==> src/rtl/psdc_pkg.sv <==
package psdc_pkg;

  localparam int unsigned DATA_W    = 16;
  localparam int unsigned GAIN_W    = 32;
  localparam int unsigned ERR_W     = DATA_W + 1;
  localparam int unsigned INTEG_W   = 32;
  localparam int unsigned PROD_P_W  = ERR_W + GAIN_W + 1;
  localparam int unsigned PROD_I_W  = INTEG_W + GAIN_W + 1;
  localparam int unsigned SUM_W     = 52;
  localparam int unsigned FRAC_SH   = 13;
  localparam int unsigned QUO_W     = SUM_W - FRAC_SH;
  localparam int unsigned DUTY_X_W  = DATA_W + 2;
  localparam int unsigned CFG_IDX_W = 2;

  localparam logic signed [DATA_W-1:0] DUTY_MAX     = 16'sd31129;
  localparam logic signed [DATA_W-1:0] DUTY_MIN_ABS = 16'sd4915;
  localparam logic [GAIN_W-1:0]        KP_RESET     = 32'd268435;
  localparam logic [GAIN_W-1:0]        KI_RESET     = 32'd26844;
  localparam logic signed [PROD_I_W-1:0] PROD_LIM   = 65'sd1 <<< 50;

  typedef enum logic [CFG_IDX_W-1:0] {
    REG_TARGET = 2'd0,
    REG_KP     = 2'd1,
    REG_KI     = 2'd2,
    REG_MANUAL = 2'd3
  } reg_idx_e;

  typedef struct packed {
    logic signed [DATA_W-1:0] target;
    logic [GAIN_W-1:0]        kp;
    logic [GAIN_W-1:0]        ki;
  } cfg_t;

  typedef struct packed {
    logic signed [ERR_W-1:0]   err;
    logic signed [INTEG_W-1:0] integ;
  } work_t;

endpackage

==> src/rtl/psdc_queue.sv <==
module psdc_queue #(
  parameter int unsigned DEPTH = 4
) (
  input  logic            clk_i,
  input  logic            rst_ni,
  input  logic            push_i,
  input  psdc_pkg::work_t push_data_i,
  output logic            full_o,
  input  logic            pop_i,
  output logic            valid_o,
  output psdc_pkg::work_t pop_data_o
);
  import psdc_pkg::*;

  localparam int unsigned PTR_W = (DEPTH > 1) ? $clog2(DEPTH) : 1;
  localparam int unsigned CNT_W = $clog2(DEPTH + 1);

  work_t            mem_q [DEPTH];
  logic [PTR_W-1:0] wr_ptr_q, wr_ptr_d;
  logic [PTR_W-1:0] rd_ptr_q, rd_ptr_d;
  logic [CNT_W-1:0] count_q, count_d;

  assign full_o     = (count_q == CNT_W'(DEPTH));
  assign valid_o    = (count_q != '0);
  assign pop_data_o = mem_q[rd_ptr_q];

  always_comb begin
    wr_ptr_d = wr_ptr_q;
    rd_ptr_d = rd_ptr_q;
    count_d  = count_q;
    if (push_i) begin
      wr_ptr_d = (wr_ptr_q == PTR_W'(DEPTH - 1)) ? '0 : wr_ptr_q + 1'b1;
    end
    if (pop_i) begin
      rd_ptr_d = (rd_ptr_q == PTR_W'(DEPTH - 1)) ? '0 : rd_ptr_q + 1'b1;
    end
    if (push_i && !pop_i) begin
      count_d = count_q + 1'b1;
    end else if (pop_i && !push_i) begin
      count_d = count_q - 1'b1;
    end
  end

  always_ff @(posedge clk_i or negedge rst_ni) begin
    if (!rst_ni) begin
      wr_ptr_q <= '0;
      rd_ptr_q <= '0;
      count_q  <= '0;
    end else begin
      wr_ptr_q <= wr_ptr_d;
      rd_ptr_q <= rd_ptr_d;
      count_q  <= count_d;
    end
  end

  always_ff @(posedge clk_i) begin
    if (push_i) begin
      mem_q[wr_ptr_q] <= push_data_i;
    end
  end

  a_count_bound: assert property (@(posedge clk_i) disable iff (!rst_ni)
    count_q <= CNT_W'(DEPTH))
    else $error("queue count above depth");

  a_no_overflow: assert property (@(posedge clk_i) disable iff (!rst_ni)
    push_i |-> !full_o)
    else $error("push into full queue");

  a_no_underflow: assert property (@(posedge clk_i) disable iff (!rst_ni)
    pop_i |-> valid_o)
    else $error("pop from empty queue");

endmodule

==> config.mk <==
export PLATFORM = sky130hd
export DESIGN_NAME = psdc_queue
export DESIGN_NICKNAME = d
export VERILOG_FILES = /design/src/rtl/psdc_pkg.sv /design/src/rtl/psdc_queue.sv
export SDC_FILE = /design/constraint.sdc
export NUM_CORES = 1
export LEC_CHECK = 0
export ABC_AREA = 1
export ABC_CLOCK_PERIOD_IN_PS = 3900
export BUFFER_PORTS_ARGS = -buffer_cell sky130_fd_sc_hd__buf_2
export CAP_MARGIN = 30
export CORE_MARGIN = 2
export CORE_UTILIZATION = 60
export DETAILED_ROUTE_END_ITERATION = 8
export HOLD_SLACK_MARGIN = 0.1
export PLACE_DENSITY = 0.93
export SYNTH_ARGS = -nofsm -noshare
export SYNTH_HDL_FRONTEND = slang
export SYNTH_SLANG_ARGS = --single-unit
==> constraint.sdc <==
create_clock -name clk_i -period 3.9 [get_ports clk_i]
set_input_delay 0.195 -clock clk_i [delete_from_list [all_inputs] [get_ports clk_i]]
set_output_delay 0.195 -clock clk_i [all_outputs]
set_load 0.01 [all_outputs]
Yosys cells after proc, flatten, opt, wreduce, memory -nomap -nowiden --
Memory sizes are Yosys's and may differ from the RTL's. Index checks and enable logic that the tools add are counted.
Word-level totals: register bits 7, bits in writable memories 196, bits of input ports 53, output and inout port bits 51, logic and storage cells 23, memories 1
Memory list:
- mem_q | depth 4, bits a word 49, read ports 1, clocked after memory_dff 0, write ports 1, RTL line psdc_queue.sv:18 | work_t mem_q [DEPTH];
Operators by class: $add $sub $neg 4, equal/unequal tests 3, mux-type cells 6, reduce and logical (&&, ||, !) cells 6
Operators by type and width (number):
- $mux 3 | 2
- $add 2x1->2 const B | 2
- $eq 2x2->1 const B | 2
- $mux 2 | 2
- $add 3x1->3 const B | 1
- $eq 3x3->1 const B | 1
- $reduce_bool 3->1 | 1
- $sub 3x1->3 const B | 1
- $logic_and 1x1->1 | 2
- $logic_not 1->1 | 2
- $mux 1 | 2
- $reduce_bool 2->1 | 1

Longest topological paths before layout --
Gate-level depths: netlist of run 1.
word-level depth 4, depth in mapped cells 9, gate-level depth less buffers 9

Least setup slack after synthesis of run 1 --
Ideal clock, no wire load.
path type reg2reg, start register wr_ptr_q[0], end memory mem_q[0][0] (netlist bit), enable pin, setup time 0.403 ns, arrival 1.623 ns, data required time 3.497 ns, setup slack 1.873 ns, cell stages (with the launch flop) 5, path buffers 0, period minus slack after synthesis 2.027 ns, cell sequence dfrtp_1 -> inv_1 -> ha_1 -> nand2_1 -> inv_1
RTL lines:
- start, declared | RTL line psdc_queue.sv:19 | logic [PTR_W-1:0] wr_ptr_q, wr_ptr_d;
- start signal, assigned | RTL line psdc_queue.sv:50 | wr_ptr_q <= wr_ptr_d;
- end, declared | RTL line psdc_queue.sv:18
Straight into the memory's write port.

==> results.txt, run 1 <==
Min Clock Period, post-route: 2708 ps
Syn_nets: 685
Antenna cells: 0
Worst Hold End: mem_q[2][18]
RSZ-0062 raised after global routing: false
Switch share: 33.93%
Synth cell types: 18
Power Dens Cells: 691.9 mW/mm^2
Pin count of the biggest net entering global routing: 107
Number of global-route vias before repair: 5549
Worst setup path class: flip-flop to output port
Status: complete, no violations
Hold Fails Final Rpt: 0
Most common cell after layout, fill and taps aside: edfxtp_1
Final setup margin: 1192 ps
Worst setup EP type: output port
CTS max path bufs: 3
FILL cells: 838
Max-slew headroom: 43.39%
Chip Width: 123.3 um
Initial antenna violation count: 0
Reg-to-Reg Start: wr_ptr_q[0]
Routed Antenna Nets: 0
Seq cells post-synth: 203
Share of cells above drive strength 1: 31.45%
Leakage: 4.248 nW
Commonest cells after routing, fill and taps aside: edfxtp_1 (196), nand2_1 (164), buf_2 (103)
Register share of total power: 41.3%
WHS Path Cells: 2
DP Cell Count: 887
Area of the multi-input gates: 0.001799 mm^2
Vias per std cell: 5.358
CP arrival: 2510 ps
Vias: 5224
Post-DP HPWL: 10170 um
Final setup viols: 0
R2R cell count: 5
Initial core utilization: 61.52%
Register Area: 0.006062 mm^2
Seq/Total Area, Yosys: 70.97%
Syn Area/Cell: 13.66 um^2
Reg2reg setup slack: 1770 ps
Tightest Hold Check Type: input pin to flip-flop
Initial DRT Pass Iterations: 5
GR Util All Layers: 23.32%
Worst-skew pair later-pin latency: 480 ps
Pre-CTS setup slack: 1718 ps
Combinational group share of total power: 33.1%
CTS tree: done
Internal power: 4.710 mW
H-tree Lvls: 1
Startpoint types: flip-flop
Placer Congestion: 0.7337
Core area: 0.01388 mm^2
Clock power share: 25.6%
Critical Path RT: 3700 ps
CTS clock-pin slew for the worst setup and hold paths: 60 ps
First-pass GRT wire length: 27090 um
Final Non-Filler Cells: 975
Core Rows: 43
CTS Sinks: 203
Ys Warns: 0
Max_cap viols: 0
Routed WL: 17160 um
Die Footprint: 0.01520 mm^2
Fin util: 74.22%
Final nets: 842
Top Ports: 104
FF-to-FF End: mem_q[2][22]
CP max FO: 106
Worst hold path startpoint: push_data_i[18]
Final Skew: 7.837 ps
TNS Setup: 0 ps
Die H: 123.3 um
Cells after Synth: 625
Total power: 7.128 mW
Wirelength per Cell: 17.60 um
Worst vdd ir: 0.4655 mV
Initial DRC count: 346
Final period util: 69.43%
Maximum clock rate: 369.3 MHz
Root Driver: clkbuf_16
CTS buffer count: 20
Port bufs: 103
Slew @ Worst Pin: 849.2 ps
Switching power: 2.418 mW
Max Slew Vio Count: 0
Cell Area, Synth: 0.008539 mm^2
GR Overflow Total: 0
Number of remaining DRC errors: 0
Synthesis-to-layout area growth: 20.64%
[layer usage]
layer	up-vias	routed length (um)	track usage, %
li1	2481	-	-
met1	2513	6460	27.68
met2	189	9149	42.07
met3	41	1086	4.797
met4	0	467	8.239
met5	-	0	0
[worst max-delay path, stage by stage (launching register included)]
cell,delay (ps)
dfrtp_1,440
inv_6,600
buf_4,500
nand2_1,110
o211ai_1,110
nand2_1,70
buf_2,140
[what timing repair did]
action | CTS | global route
gates resized for setup | 0 | 0
hold buffers | 53 | 0
hold endpoints to repair | 207 | 0
setup endpoints to repair | 0 | 0
buffers inserted | 0 | 0
[kinds of logic (layout without fill, tap and decap cells)]
family,Yosys count,count (layout),synth area share [%]
AO/OA/AOI/OAI,102,102,12.37
buffers and inverters,143,313,7.956
flip-flops,203,203,70.97
AND/OR/NAND/NOR,169,169,7.487
XOR/XNOR,1,1,0.1026
adder cells (fa/ha/maj),7,7,1.114
[power groups by stage]
stage	clock network (mW)	registers, mW	logic, mW
finish	1.82	2.94	2.36
global route	1.93	2.97	2.61
CTS	1.85	2.94	2.37
detailed placement	0	2.98	2.32
global placement	0	2.96	2.17
floorplan	0	2.95	1.66
[registers in the layout, summed over array words and instances (netlist names)]
name      cells
count_q       3
mem_q       196
rd_ptr_q      2
wr_ptr_q      2
[synthesized netlist by cell type]
master      n  area (um^2)
o211ai_2   60        750.7
nand2_1   164        615.6
o21ai_1     4        20.02
inv_2      44        165.2
buf_6      16        180.2
fa_1        1        20.02
o211ai_1   38        285.3
edfxtp_1  196         5886
buf_2      15        75.07
buf_4       1        7.510
nor2_1      2        7.510
dfrtp_1     7        175.2
nand3_1     1        5.000
nor3_1      1        5.000
nand4_1     1        6.260
ha_1        6        75.07
xnor2_1     1        8.760
inv_1      67        251.5
[final cells by class]
class                           instances  area share, %
Timing Repair Buffer                  167          11.32
Clock buffer                           27          5.514
Sequential cell                       203          58.84
Clock inverter                          8         0.5829
Multi-Input combinational cell        279          17.46
Tap cell                              180          2.186
Inverter                              111          4.093
[per-stage QoR]
stage,instance area (um^2),hold slack (ps)
final,10300,468.8
after global routing,10300,458.8
after CTS,10300,450.9
after detailed placement,9144,39.08
after global placement,9084,32.98
after floorplan,8539,-100.6
[how the worst max path moves through the flow]
stage                      from             end  slack [ps]  cells after the start
floorplan           wr_ptr_q[0]     mem_q[0][0]        1870                      4
detailed placement  rd_ptr_q[0]  pop_data_o[30]        1720                      6
global route        rd_ptr_q[0]  pop_data_o[31]        1000                      6
CTS                 rd_ptr_q[0]  pop_data_o[47]        1210                      6
global placement    rd_ptr_q[0]  pop_data_o[42]        1810                      6
finish              rd_ptr_q[0]  pop_data_o[31]        1190                      6
(Power assumes the default switching activity.)
==> run 2: changes to the inputs <==
- ABC_CLOCK_PERIOD_IN_PS: 3900 -> 2790
- CORE_UTILIZATION: 60 -> 58
- PLACE_DENSITY: 0.93 -> 0.91
- clock period: 3.9 -> 2.79 ns (I/O delays scaled with it)
==> results.txt, run 2 (synthesis results as in run 1) <==
Status: complete, no violations
Vias: 5237
Final nets: 843
Max_cap viols: 0
Top Ports: 104
Number of remaining DRC errors: 0
Vias per std cell: 5.344
Reg2reg setup slack: 880 ps
Die H: 125.3 um
Core Rows: 44
Number of global-route vias before repair: 5408
GR Util All Layers: 22.45%
Hold Fails Final Rpt: 0
Post-DP HPWL: 10410 um
Worst setup EP type: output port
Biggest regs: mem_q x196, count_q x3
Routed Antenna Nets: 0
CTS max path bufs: 3
Port bufs: 103
Routed WL: 17390 um
CP max FO: 42
Initial DRC count: 447
CTS clock-pin slew for the worst setup and hold paths: 60 ps
Min Clock Period, post-route: 2317 ps
Initial core utilization: 58.98%
Final setup viols: 0
Root Driver: clkbuf_16
Tightest Hold Check Type: input pin to flip-flop
CTS Sinks: 203
Die Footprint: 0.01571 mm^2
Startpoint types: flip-flop
Initial antenna violation count: 1
Max Slew Vio Count: 0
GR Overflow Total: 0
Placer Congestion: 0.7617
M1 WL: 6824 um
Fin util: 71.15%
Maximum clock rate: 431.6 MHz
Commonest cells after routing, fill and taps aside: edfxtp_1 (196), nand2_1 (164), buf_2 (103)
Core area: 0.01448 mm^2
CTS tree: done
Synthesis-to-layout area growth: 20.64%
Power Dens Cells: 965.2 mW/mm^2
Total power: 9.943 mW
TNS Setup: 0 ps
CTS buffer count: 21
Final instance area: 0.01030 mm^2
Antenna cells: 0
Final Skew: 7.671 ps
Pin count of the biggest net entering global routing: 70
Final period util: 83.05%
First-pass GRT wire length: 27750 um
CP arrival: 2180 ps
Leakage: 4.248 nW
Worst-skew pair later-pin latency: 480 ps
Most common cell after layout, fill and taps aside: edfxtp_1
Max FFs per register: 196
RSZ-0062 raised after global routing: false
Max layer used: met5
Critical Path RT: 2650 ps
Wirelength per Cell: 17.75 um
Share of cells above drive strength 1: 31.66%
Worst setup path class: flip-flop to output port
Initial DRT Pass Iterations: 5
DR WL met3: 1171 um
DP Area: 0.009174 mm^2
Slew @ Worst Pin: 867.2 ps
Max-slew headroom: 42.19%
WL met2: 9039 um
Worst vdd ir: 0.9214 mV
Min Hold Slack: 404.5 ps
Chip Width: 125.3 um
Top reg by flops: mem_q
H-tree Lvls: 1
run 2: cell count changes in the layout (fill, tap and decap cells not counted), sizes merged:
| cell | change |
|---|---|
| clkinv | +2 |
| bufinv | -1 |
| clkbuf | -1 |
| inv | +1 |
run 2: metal layers:
metal,up-vias,global-route usage [%]
met2,186,39.99
met3,32,4.108
met1,2537,28.55
li1,2480,-
met4,2,6.013
met5,-,0
run 2: report_power, final:
part,internal [mW],switching (mW)
logic,1.18,2.19
clock network,1.39,1.07
registers,3.92,0.194
run 2: what timing repair did:
action,CTS,global route
buffers inserted,0,0
endpoints found under the hold margin,207,0
hold buffers,53,0
setup endpoints to repair,0,0
gates resized for setup,0,0
run 2: layout make-up:
class                   instances  area [um^2]
fillers                       906         4177
multi-input cells             279         1799
repair buffers                167         1191
clock buffers                  26        544.3
inverters                     111        421.7
flip-flops and latches        203         6062
well taps                     184        230.2
clock inverters                10        53.80
run 2: path summary, 6_finish.rpt:
path	from	endpoint	depth (start not counted)
min in group asynchronous	rst_ni	wr_ptr_q[1]	3
hold reg to reg	count_q[2]	count_q[2]	2
hold / removal	push_data_i[13]	mem_q[2][13]	2
setup / recovery	rd_ptr_q[0]	pop_data_o[21]	6
max in group asynchronous	rst_ni	rd_ptr_q[1]	3
setup reg to reg	wr_ptr_q[1]	mem_q[1][1]	5
run 2: worst max-delay path: stages, from the launching register on:
cell	delay [ps]
dfrtp_1	440
inv_6	310
buf_4	450
nand2_1	130
o211ai_2	100
nand2_1	90
buf_2	150
run 2: through the flow:
stage / instances / worst slack (ps)
CTS: 980 / 473.1
detailed placement: 891 / 885.8
global placement: 891 / 996.6
finish: 980 / 473.0
global route: 980 / 339.6
floorplan: 625 / 763.3
