==> src/rtl/psdc_pkg.sv <==
package psdc_pkg;

  localparam int unsigned DATA_W    = 16;
  localparam int unsigned GAIN_W    = 32;
  localparam int unsigned ERR_W     = DATA_W + 1;
  localparam int unsigned INTEG_W   = 32;
  localparam int unsigned PROD_P_W  = ERR_W + GAIN_W + 1;
  localparam int unsigned PROD_I_W  = INTEG_W + GAIN_W + 1;
  localparam int unsigned SUM_W     = 52;
  localparam int unsigned FRAC_SH   = 13;
  localparam int unsigned QUO_W     = SUM_W - FRAC_SH;
  localparam int unsigned DUTY_X_W  = DATA_W + 2;
  localparam int unsigned CFG_IDX_W = 2;

  localparam logic signed [DATA_W-1:0] DUTY_MAX     = 16'sd31129;
  localparam logic signed [DATA_W-1:0] DUTY_MIN_ABS = 16'sd4915;
  localparam logic [GAIN_W-1:0]        KP_RESET     = 32'd268435;
  localparam logic [GAIN_W-1:0]        KI_RESET     = 32'd26844;
  localparam logic signed [PROD_I_W-1:0] PROD_LIM   = 65'sd1 <<< 50;

  typedef enum logic [CFG_IDX_W-1:0] {
    REG_TARGET = 2'd0,
    REG_KP     = 2'd1,
    REG_KI     = 2'd2,
    REG_MANUAL = 2'd3
  } reg_idx_e;

  typedef struct packed {
    logic signed [DATA_W-1:0] target;
    logic [GAIN_W-1:0]        kp;
    logic [GAIN_W-1:0]        ki;
  } cfg_t;

  typedef struct packed {
    logic signed [ERR_W-1:0]   err;
    logic signed [INTEG_W-1:0] integ;
  } work_t;

endpackage

==> src/rtl/psdc_front.sv <==
module psdc_front (
  input  logic                               clk_i,
  input  logic                               rst_ni,
  input  logic                               s_axis_tvalid_i,
  output logic                               s_axis_tready_o,
  input  logic [psdc_pkg::DATA_W-1:0]        s_axis_tdata_i,  // measured_speed
  input  logic signed [psdc_pkg::DATA_W-1:0] target_i,
  input  logic signed [psdc_pkg::DATA_W-1:0] manual_i,
  input  logic                               clr_integ_i,
  input  logic                               q_full_i,
  output logic                               q_push_o,
  output psdc_pkg::work_t                    q_data_o
);
  import psdc_pkg::*;

  logic signed [INTEG_W-1:0] integ_q, integ_d;
  logic signed [INTEG_W-1:0] integ_sat;
  logic signed [INTEG_W:0]   integ_sum;
  logic signed [ERR_W-1:0]   err;
  logic signed [DATA_W-1:0]  meas;
  logic                      accept;

  assign meas            = s_axis_tdata_i;
  assign s_axis_tready_o = !q_full_i;
  assign accept          = s_axis_tvalid_i && !q_full_i;
  assign q_push_o        = accept && (manual_i == '0);

  always_comb begin
    err       = {target_i[DATA_W-1], target_i} - {meas[DATA_W-1], meas};
    integ_sum = {integ_q[INTEG_W-1], integ_q}
              + {{(INTEG_W + 1 - ERR_W){err[ERR_W-1]}}, err};
    if (integ_sum[INTEG_W] != integ_sum[INTEG_W-1]) begin
      integ_sat = integ_sum[INTEG_W] ? {1'b1, {(INTEG_W-1){1'b0}}}
                                     : {1'b0, {(INTEG_W-1){1'b1}}};
    end else begin
      integ_sat = integ_sum[INTEG_W-1:0];
    end
  end

  always_comb begin
    if (clr_integ_i) begin
      integ_d = '0;
    end else if (q_push_o) begin
      integ_d = integ_sat;
    end else begin
      integ_d = integ_q;
    end
  end

  assign q_data_o = '{err: err, integ: integ_sat};

  always_ff @(posedge clk_i or negedge rst_ni) begin
    if (!rst_ni) begin
      integ_q <= '0;
    end else begin
      integ_q <= integ_d;
    end
  end

endmodule

==> config.mk <==
export PLATFORM = sky130hd
export DESIGN_NAME = psdc_front
export DESIGN_NICKNAME = d
export VERILOG_FILES = /design/src/rtl/psdc_pkg.sv /design/src/rtl/psdc_front.sv
export SDC_FILE = /design/constraint.sdc
export NUM_CORES = 1
export LEC_CHECK = 0
export ABC_AREA = 1
export BUFFER_PORTS_ARGS = -buffer_cell sky130_fd_sc_hd__buf_2
export CORE_MARGIN = 1.5
export CORE_UTILIZATION = 61
export CTS_CLUSTER_DIAMETER = 150
export DETAILED_ROUTE_END_ITERATION = 7
export GPL_ROUTABILITY_DRIVEN = 0
export HOLD_SLACK_MARGIN = 0.15
export PLACE_DENSITY = 0.88
export SKIP_CTS_REPAIR_TIMING = 1
export SLEW_MARGIN = 20
export SYNTH_ARGS = -nofsm -noshare
export SYNTH_HDL_FRONTEND = slang
export SYNTH_SLANG_ARGS = --single-unit
==> constraint.sdc <==
create_clock -name clk_i -period 15.8 [get_ports clk_i]
set_input_delay 2.37 -clock clk_i [delete_from_list [all_inputs] [get_ports clk_i]]
set_output_delay 2.37 -clock clk_i [all_outputs]
set_load 0.005 [all_outputs]
**Word-level counts from Yosys, hierarchy flattened**

Cells that the tools add are included.

- Muxes and demuxes: 4
- Eq/ne operators: 1
- Add/subtract/negate cells: 2
- Reductions and logical operators: 5

Operators with widths:

| cell | number |
|---|---|
| $mux W32 | 4 |
| $add A32 B17 Y33 | 1 |
| $sub A16 B16 Y17 | 1 |
| $logic_not A16 Y1 | 1 |
| $logic_and A1 B1 Y1 | 2 |
| $reduce_bool A2 Y1 | 1 |
| $logic_not A1 Y1 | 1 |
| $ne A1 B1 Y1 | 1 |

- Logic and storage cells: 13
- Input port bits: 53
- Register bits: 32
- Output and inout port bits: 51

**Logic depth before layout (Yosys ltp)**

Gate-level depths: netlist of run 1.

- Word-level depth: 6
- Mapped depth: 29
- Gate-level depth less buffers: 28

**Worst setup path before layout of run 1**

No wires, ideal clock.

- Path type: input-to-output
- Start: input target_i[0] (netlist bit)
- End: output q_data_o[23] (netlist bit)
- Required time: 13430 ps
- Cell stages on the path: 22
- Path slack: 7326 ps
- Arrival time: 6104 ps
- Cell sequence: inv_1 ha_1 fa_1 nor3_1 nor2_1 o21ai_0 nand3_1 nand2_1 xor2_1 ha_1 nand2_1 inv_1 a21oi_1 nand2_1 a21oi_1 nand3_1 nand2_4 inv_2 nand2_8 buf_12 nand2_2 nand2_2

RTL lines:

| what | line | text |
|---|---|---|
| start, declared | psdc_front.sv:7 | `input logic signed [psdc_pkg::DATA_W-1:0] target_i,` |
| end, declared | psdc_front.sv:12 | `output psdc_pkg::work_t q_data_o` |

==> results.sh, run 1 <==
export IMPL_cp_arrival_ps=6810
export IMPL_fin_area_um2=5334
export IMPL_wirelength_mm=12.88
export IMPL_max_vdd_ir_drop_mv=0.04438
export IMPL_p_switching_w=0.0001843
export IMPL_cts_num_sinks=32
export IMPL_yosysTopAreaCell="nand2_1"
export IMPL_ys_seq_area_frac=0.1707
export IMPL_start_util=0.6399
export IMPL_antenna_left=0
export IMPL_cap_viol_max_count=0
export IMPL_fill_cells=616
export IMPL_ys_types=39
export IMPL_clock_latency_ps=300
export IMPL_synth_flop_cell="dfrtp_1"
export IMPL_syn_mean_instance_area_um2=6.084
export IMPL_crit_fanout=31
export IMPL_slew_viol_final=0
export IMPL_nets=975
export IMPL_cts_buffers=5
export IMPL_hp_class="reg -> reg"
export IMPL_clk_pin_slew_ps=70
export IMPL_synth_edff_count=0
export IMPL_grt_pass1_vias=5042
export IMPL_relSlewSlack=0.2821
export IMPL_area_growth_pct=13.71
export IMPL_htreeDepth=2
export IMPL_grt_total_usage=0.3182
export IMPL_io_pins=104
export IMPL_worstMarginPinSlew_ps=1076
export IMPL_die_x_um=90.69
export IMPL_p_seq_frac=0.211
export IMPL_post_route_min_period_ps=9182
export IMPL_synth_top_cell_area_share=0.2409
export IMPL_drt_initial_drc_count=397
export IMPL_root_buffer="clkbuf_8"
export IMPL_internal_power_w=0.0002030
export IMPL_reg_top3="integ_q (32)"
export IMPL_crit_required_ps=13430
export IMPL_core_area_um2=7331
export IMPL_synth_net_count=874
export IMPL_synth_warnings=0
export IMPL_finalCoreUtilization=0.7276
export IMPL_crit_path_end_kind="primary output"
export IMPL_remaining_drc_errors=0
export IMPL_async_flop_share=1.000
export IMPL_vias=5259
export IMPL_p_per_area_nw_per_um2=72.62
export IMPL_combPwrFrac=0.623
export IMPL_finalHoldViolCount=0
export IMPL_clockPowerShare=0.165
export IMPL_p_leak_nw=3.378
export IMPL_slowest_stage="nand2_2"
export IMPL_skew_ps=7.395
export IMPL_drtPass1Iterations=6
export IMPL_cts_buffer_depth=2
export IMPL_critPathKind="in -> out"
export IMPL_die_area_um2=8225
export IMPL_syn_area_um2=4691
export IMPL_placed_cell_area_um2=5256
export IMPL_status="completed"
export IMPL_slowest_delay_ps=700
export IMPL_syn_inst=771
export IMPL_regMostFlops="integ_q"
export IMPL_switching_share=0.4759
export IMPL_post_drt_wl_per_cell_um=13.27
export IMPL_grt_max_degree=33
export IMPL_path_cells="buf_2 > ha_1 > fa_1 > nor3_1 > nor2_1 > o21ai_0 > a21boi_0 > o21ai_0 > xor2_1 > ha_1 > nand2_1 > nor2_1 > a21oi_1 > nand2_2 > nand2_1 > nand2_1 > nand2_2 > nand2_4 > nand2_2 > o21ai_1 > buf_2"
export IMPL_worst_setup_path_start_kind="primary input"
export IMPL_ys_seq_elements=32
export IMPL_period_share=0.5812
export IMPL_antenna_cells=0
export IMPL_dpl_hpwl_mm=10.24
export IMPL_vias_per_cell=5.416
export IMPL_synthTopCellsByArea="nand2_1 24%, dfrtp_1 17%, ha_1 13%, inv_1 7.9%, nand2_2 6.3%"
export IMPL_grt_pass1_wl_mm=21.82
export IMPL_synthTopCellsByCount="301 x nand2_1, 99 x inv_1, 57 x nor2_1"
export IMPL_synth_most_common_cell="nand2_1"
export IMPL_grt_overflow_total=0
export IMPL_largest_reg_flops=32
export IMPL_port_buffers=103
export IMPL_antenna_found_initial=0
export IMPL_finalSetupTns_ps=0
export IMPL_cts_tree="built"
export IMPL_grt_setup_unrepaired="false"
export IMPL_die_y_um=90.69
export IMPL_rows=31
export IMPL_drive_gt1_frac=0.2064
export IMPL_finalSetupViolCount=0
export IMPL_clock_fmax_mhz=108.9
-- layout by cell type (no fill, tap or decap), types with 3 or more instances in the layout --
cell | Yosys | layout
nand2_1 | 301 | 301
buf_2 | 2 | 103
inv_1 | 99 | 99
nor2_1 | 57 | 56
ha_1 | 48 | 48
a21oi_1 | 47 | 47
nand2_2 | 47 | 47
dfrtp_1 | 32 | 32
xor2_1 | 25 | 25
nand3_1 | 20 | 20
o21ai_0 | 16 | 16
o21bai_1 | 9 | 9
nand3b_1 | 9 | 9
xnor2_1 | 8 | 8
o21ai_2 | 8 | 8
nor3_1 | 6 | 6
clkbuf_8 | 0 | 5
inv_2 | 3 | 3
nor2_2 | 2 | 3
nor4_1 | 3 | 3
-- path summary, 6_finish.rpt --
| path | from | endpoint | slack (ps) | cells after the start |
|---|---|---|---|---|
| min in group asynchronous | rst_ni | integ_q[31] | 2170 | 1 |
| worst max-delay path | s_axis_tdata_i[0] | q_data_o[2] | 6620 | 21 |
| worst min-delay path | integ_q[12] | integ_q[12] | 490 | 2 |
| worst max register to register | integ_q[0] | integ_q[2] | 12740 | 16 |
| worst min register to register | integ_q[12] | integ_q[12] | 490 | 2 |
| max in group asynchronous | rst_ni | integ_q[18] | 13120 | 1 |
-- power groups by stage --
stage / registers (W) / logic (W) / clock network, W
after floorplan: 0.0000835 / 0.000170 / 0
after global placement: 0.0000835 / 0.000232 / 0
after detailed placement: 0.0000835 / 0.000238 / 0
after CTS: 0.0000818 / 0.000240 / 0.0000655
after global routing: 0.0000818 / 0.000266 / 0.0000682
final: 0.0000818 / 0.000241 / 0.0000641
-- worst max-delay path, delay by kind of cell --
kind / cells / cell delay, ps
and+or+nand+nor: 10 / 1770
AOI/OAI and AO/OA: 5 / 1180
adders and majority gates: 3 / 960
buffers and inverters: 2 / 290
xor gates and xnor gates: 1 / 220
-- final cells by class --
type | instances | area (um2) | share of cell area
multi-input combinational | 625 | 3412 | 0.6397
sequential | 32 | 800.8 | 0.1501
timing repair buffer | 105 | 530.5 | 0.09946
inverter | 103 | 389.1 | 0.07295
tap | 99 | 123.9 | 0.02322
clock buffer | 6 | 72.57 | 0.01361
clock inverter | 1 | 5.005 | 0.0009383
-- through the flow --
| step | std cells | hold slack (ps) | total power (W) | worst slack [ps] |
|---|---|---|---|---|
| after CTS | 971 | 493.4 | 0.0003869 | 6693 |
| after floorplan | 771 | 452.9 | 0.0002533 | 7326 |
| after global placement | 964 | 470.2 | 0.0003156 | 6846 |
| after detailed placement | 964 | 472.3 | 0.0003210 | 6719 |
| final | 971 | 489.8 | 0.0003874 | 6618 |
| after global routing | 971 | 513.3 | 0.0004157 | 6173 |
-- layer usage --
layer	vias up	part of all wire	GRT usage
met5	-	0	0
met2	245	0.46	0.5414
li1	2612	-	-
met4	0	0.028	0.1151
met1	2362	0.44	0.4017
met3	40	0.078	0.05387
-- logic make-up (layout without fill, tap and decap cells) --
logic type / after synthesis / after routing / share of synthesized area
AOI/OAI and AO/OA: 86 / 86 / 0.1064
xor gates and xnor gates: 33 / 33 / 0.06162
buffers and inverters: 114 / 215 / 0.1024
DFF: 32 / 32 / 0.1707
adders and majority gates: 50 / 50 / 0.1366
and+or+nand+nor: 456 / 456 / 0.4222
Note: power is estimated with default switching activity, not from simulation.
==> run 2: changes to the inputs <==
ABC_AREA = 0   (was 1)
CORE_UTILIZATION = 51   (was 61)
PLACE_DENSITY = 0.79   (was 0.88)
clock period = 7.43 ns   (was 15.8 ns; I/O delays follow)
==> run 2 against run 1 <==
  * Synthesized cell count fell by 27%
  * Total power grew 63%
  * Largest power group unchanged
  * Critical path depth is 2 higher
  * Worst setup slack worse by 6400 ps
  * Synthesized area fell by 4.9%
  * Global-route usage down 4.8 points
  * Critical path type unchanged
  * Register-to-register slack worse by 8900 ps
==> results.sh, run 2 <==
export IMPL_critPathKind="in -> out"
export IMPL_period_share=0.9644
export IMPL_r2r_cells=11
export IMPL_synthTopCellsByArea="dfrtp_1 18%, ha_1 13%, nor2_1 5.5%, o21ai_2 4.1%, a21oi_1 3.9%"
export IMPL_path_cells="buf_2 > inv_1 > ha_1 > nor2b_1 > o21ai_0 > a21boi_0 > o21ai_1 > a21boi_0 > o2111ai_2 > a31oi_1 > a311o_1 > xor2_1 > ha_1 > and4_1 > nand4_1 > buf_4 > a2111oi_4 > o31a_1 > and4b_1 > a21o_4 > buf_4 > o21ai_2 > buf_2"
export IMPL_min_path_cells=1
export IMPL_regMostFlops="integ_q"
export IMPL_cts_num_sinks=32
export IMPL_cp_arrival_ps=6050
export IMPL_worstMarginPinSlew_ps=1014
export IMPL_placed_cell_area_um2=5059
export IMPL_grt_overflow_total=0
export IMPL_remaining_drc_errors=0
export IMPL_cts_buffers=5
export IMPL_hp_start="integ_q[6]"
export IMPL_cts_tree="built"
export IMPL_clock_latency_ps=280
export IMPL_clk_pin_slew_ps=70
export IMPL_synth_most_common_cell="nor2_1"
export IMPL_syn_area_um2=4463
export IMPL_htreeDepth=2
export IMPL_synth_top_family_by_area="compound AO/OA/AOI/OAI gates"
export IMPL_synth_top_cell_area_share=0.1794
export IMPL_syn_mean_instance_area_um2=7.913
export IMPL_largest_reg_flops=32
export IMPL_clock_fmax_mhz=139.6
export IMPL_die_x_um=96.55
export IMPL_syn_inst=564
export IMPL_p_per_area_nw_per_um2=121.6
export IMPL_start_util=0.5351
export IMPL_grt_pass1_vias=4322
export IMPL_worst_hold_slack_ps=566.0
export IMPL_hp_class="reg -> reg"
export IMPL_relSlewSlack=0.3239
export IMPL_ys_seq_area_frac=0.1794
export IMPL_finalPower_w=0.0006325
export IMPL_crit_required_ps=6320
export IMPL_slew_viol_final=0
export IMPL_antenna_left=0
export IMPL_synth_flop_cell="dfrtp_1"
export IMPL_synth_simple_area_share=0.1862
export IMPL_synthTopCellsByCount="65 x nor2_1, 48 x ha_1, 46 x nand2_1"
export IMPL_muxShareOfSynthArea=0.005607
export IMPL_root_buffer="clkbuf_8"
export IMPL_synth_net_count=667
export IMPL_worstHoldEndpoint="integ_q[6]"
export IMPL_slowest_delay_ps=410
export IMPL_combPwrFrac=0.499
export IMPL_crit_fanout=11
export IMPL_r2r_slack_ps=3880
export IMPL_skew_ps=5.207
export IMPL_rows=33
export IMPL_drive_gt1_frac=0.2668
export IMPL_dpl_hpwl_mm=9.655
export IMPL_p_switching_w=0.0002531
export IMPL_port_buffers=103
export IMPL_clockPowerShare=0.226
export IMPL_yosysTopAreaCell="dfrtp_1"
export IMPL_async_flop_share=1.000
export IMPL_grt_max_degree=33
export IMPL_final_common_cell="buf_2"
export IMPL_finalSetupViolCount=0
export IMPL_grt_pass1_wl_mm=19.83
export IMPL_worst_setup_path_start_kind="primary input"
export IMPL_die_y_um=96.55
export IMPL_cap_viol_max_count=0
export IMPL_vias=4571
export IMPL_ys_seq_elements=32
export IMPL_synth_compound_area_frac=0.3462
export IMPL_grt_total_usage=0.2698
export IMPL_finalHoldViolCount=0
export IMPL_max_vdd_ir_drop_mv=0.06910
export IMPL_internal_power_w=0.0003793
export IMPL_area_growth_pct=16.51
export IMPL_synth_edff_count=0
export IMPL_core_area_um2=8341
export IMPL_synth_xor_area_share=0.07261
export IMPL_p_seq_frac=0.275
export IMPL_antenna_found_initial=0
export IMPL_mostFrequentLayoutCells="103 x buf_2, 65 x nor2_1, 46 x nand2_1, 44 x ha_1, 39 x inv_1"
export IMPL_die_area_um2=9321
export IMPL_antenna_cells=0
export IMPL_post_route_min_period_ps=7165
export IMPL_slowest_stage="a21boi_0"
export IMPL_p_leak_nw=2.671
export IMPL_wirelength_mm=12.28
export IMPL_fin_area_um2=5200
export IMPL_ys_types=72
export IMPL_cts_buffer_depth=2
export IMPL_drtPass1Iterations=5
export IMPL_synth_fa_ha_area_frac=0.1435
export IMPL_synth_warnings=0
export IMPL_post_drt_wl_per_cell_um=16.14
export IMPL_reg_top3="integ_q (32)"
export IMPL_nets=758
export IMPL_regToRegStartpoint="integ_q[0]"
export IMPL_rr_endpoint="integ_q[26]"
export IMPL_vias_per_cell=6.007
export IMPL_io_pins=104
export IMPL_status="completed"
export IMPL_crit_path_end_kind="primary output"
export IMPL_switching_share=0.4002
export IMPL_fill_cells=755
export IMPL_drt_initial_drc_count=261
==> run 2: cell types whose count changed in the layout (fill, tap and decap cells not counted), sizes merged, moves of 10 or more <==
| cell | delta |
|---|---|
| o21ai | +22 |
| nand2 | -305 |
| xnor2 | +12 |
| inv | -64 |
| nand3 | -12 |
| o21a | +15 |
| a21o | +20 |
| o21ba | +10 |
| a31oi | +11 |
| a21oi | -12 |
==> run 2: how the worst max path moves through the flow <==
stage,from,endpoint,slack [ps],depth (start not counted)
after global placement,s_axis_tdata_i[0],q_data_o[17],260,23
after detailed placement,s_axis_tdata_i[1],q_data_o[19],60,22
after global routing,s_axis_tdata_i[1],q_data_o[17],-40,23
after CTS,s_axis_tdata_i[1],q_data_o[19],50,22
after floorplan,s_axis_tdata_i[2],q_data_o[17],550,21
final,s_axis_tdata_i[1],q_data_o[19],260,23
==> run 2: cells by family (layout without fill, tap and decap cells) <==
kind of cell | count (synthesis) | count (layout)
AOI/OAI and AO/OA | 198 | 198
and+or+nand+nor | 176 | 176
buffers and inverters | 69 | 161
adders and majority gates | 50 | 50
xor gates and xnor gates | 37 | 37
DFF | 32 | 32
muxes | 2 | 2
==> run 2: power groups by stage <==
| stage | combinational, W | sequential (W) | clock, W |
|---|---|---|---|
| 6_report | 0.000316 | 0.000174 | 0.000143 |
| 5_1_grt | 0.000351 | 0.000174 | 0.000156 |
| 4_1_cts | 0.000310 | 0.000174 | 0.000147 |
| 3_5_place_dp | 0.000309 | 0.000177 | 0 |
| 3_3_place_gp | 0.000300 | 0.000177 | 0 |
| 2_1_floorplan | 0.000202 | 0.000178 | 0 |
==> run 2: final cells by class <==
| type | instances | area (um2) | share of cell area |
|---|---|---|---|
| tap | 105 | 131.4 | 0.02526 |
| sequential | 32 | 800.8 | 0.1540 |
| clock buffer | 8 | 90.09 | 0.01732 |
| multi-input combinational | 463 | 3421 | 0.6578 |
| timing repair buffer | 114 | 610.6 | 0.1174 |
| inverter | 39 | 146.4 | 0.02815 |
==> run 2: through the flow <==
step	setup WS [ps]	util	setup TNS (ps)	std cells
floorplan	545.4	-	0	564
global placement	255.7	0.6065	0	752
detailed placement	63.94	0.6065	0	752
CTS	50.20	0.6173	0	760
global route	-38.57	0.6235	-271.5	761
finish	264.7	0.6235	0	761
==> run 2: critical path: cells and delay by family <==
family          cells  cell delay [ps]
simple gates        4              840
buf+inv             5              670
fa+ha+maj           2              570
compound gates     11             2610
xor+xnor            1              250
==> run 2: layer usage <==
layer	track usage	part of all wire	up-vias
li1	-	-	2239
met2	0.4796	0.49	154
met1	0.3385	0.44	2149
met4	0.07850	0.024	0
met3	0.03599	0.052	29
met5	0	0	-
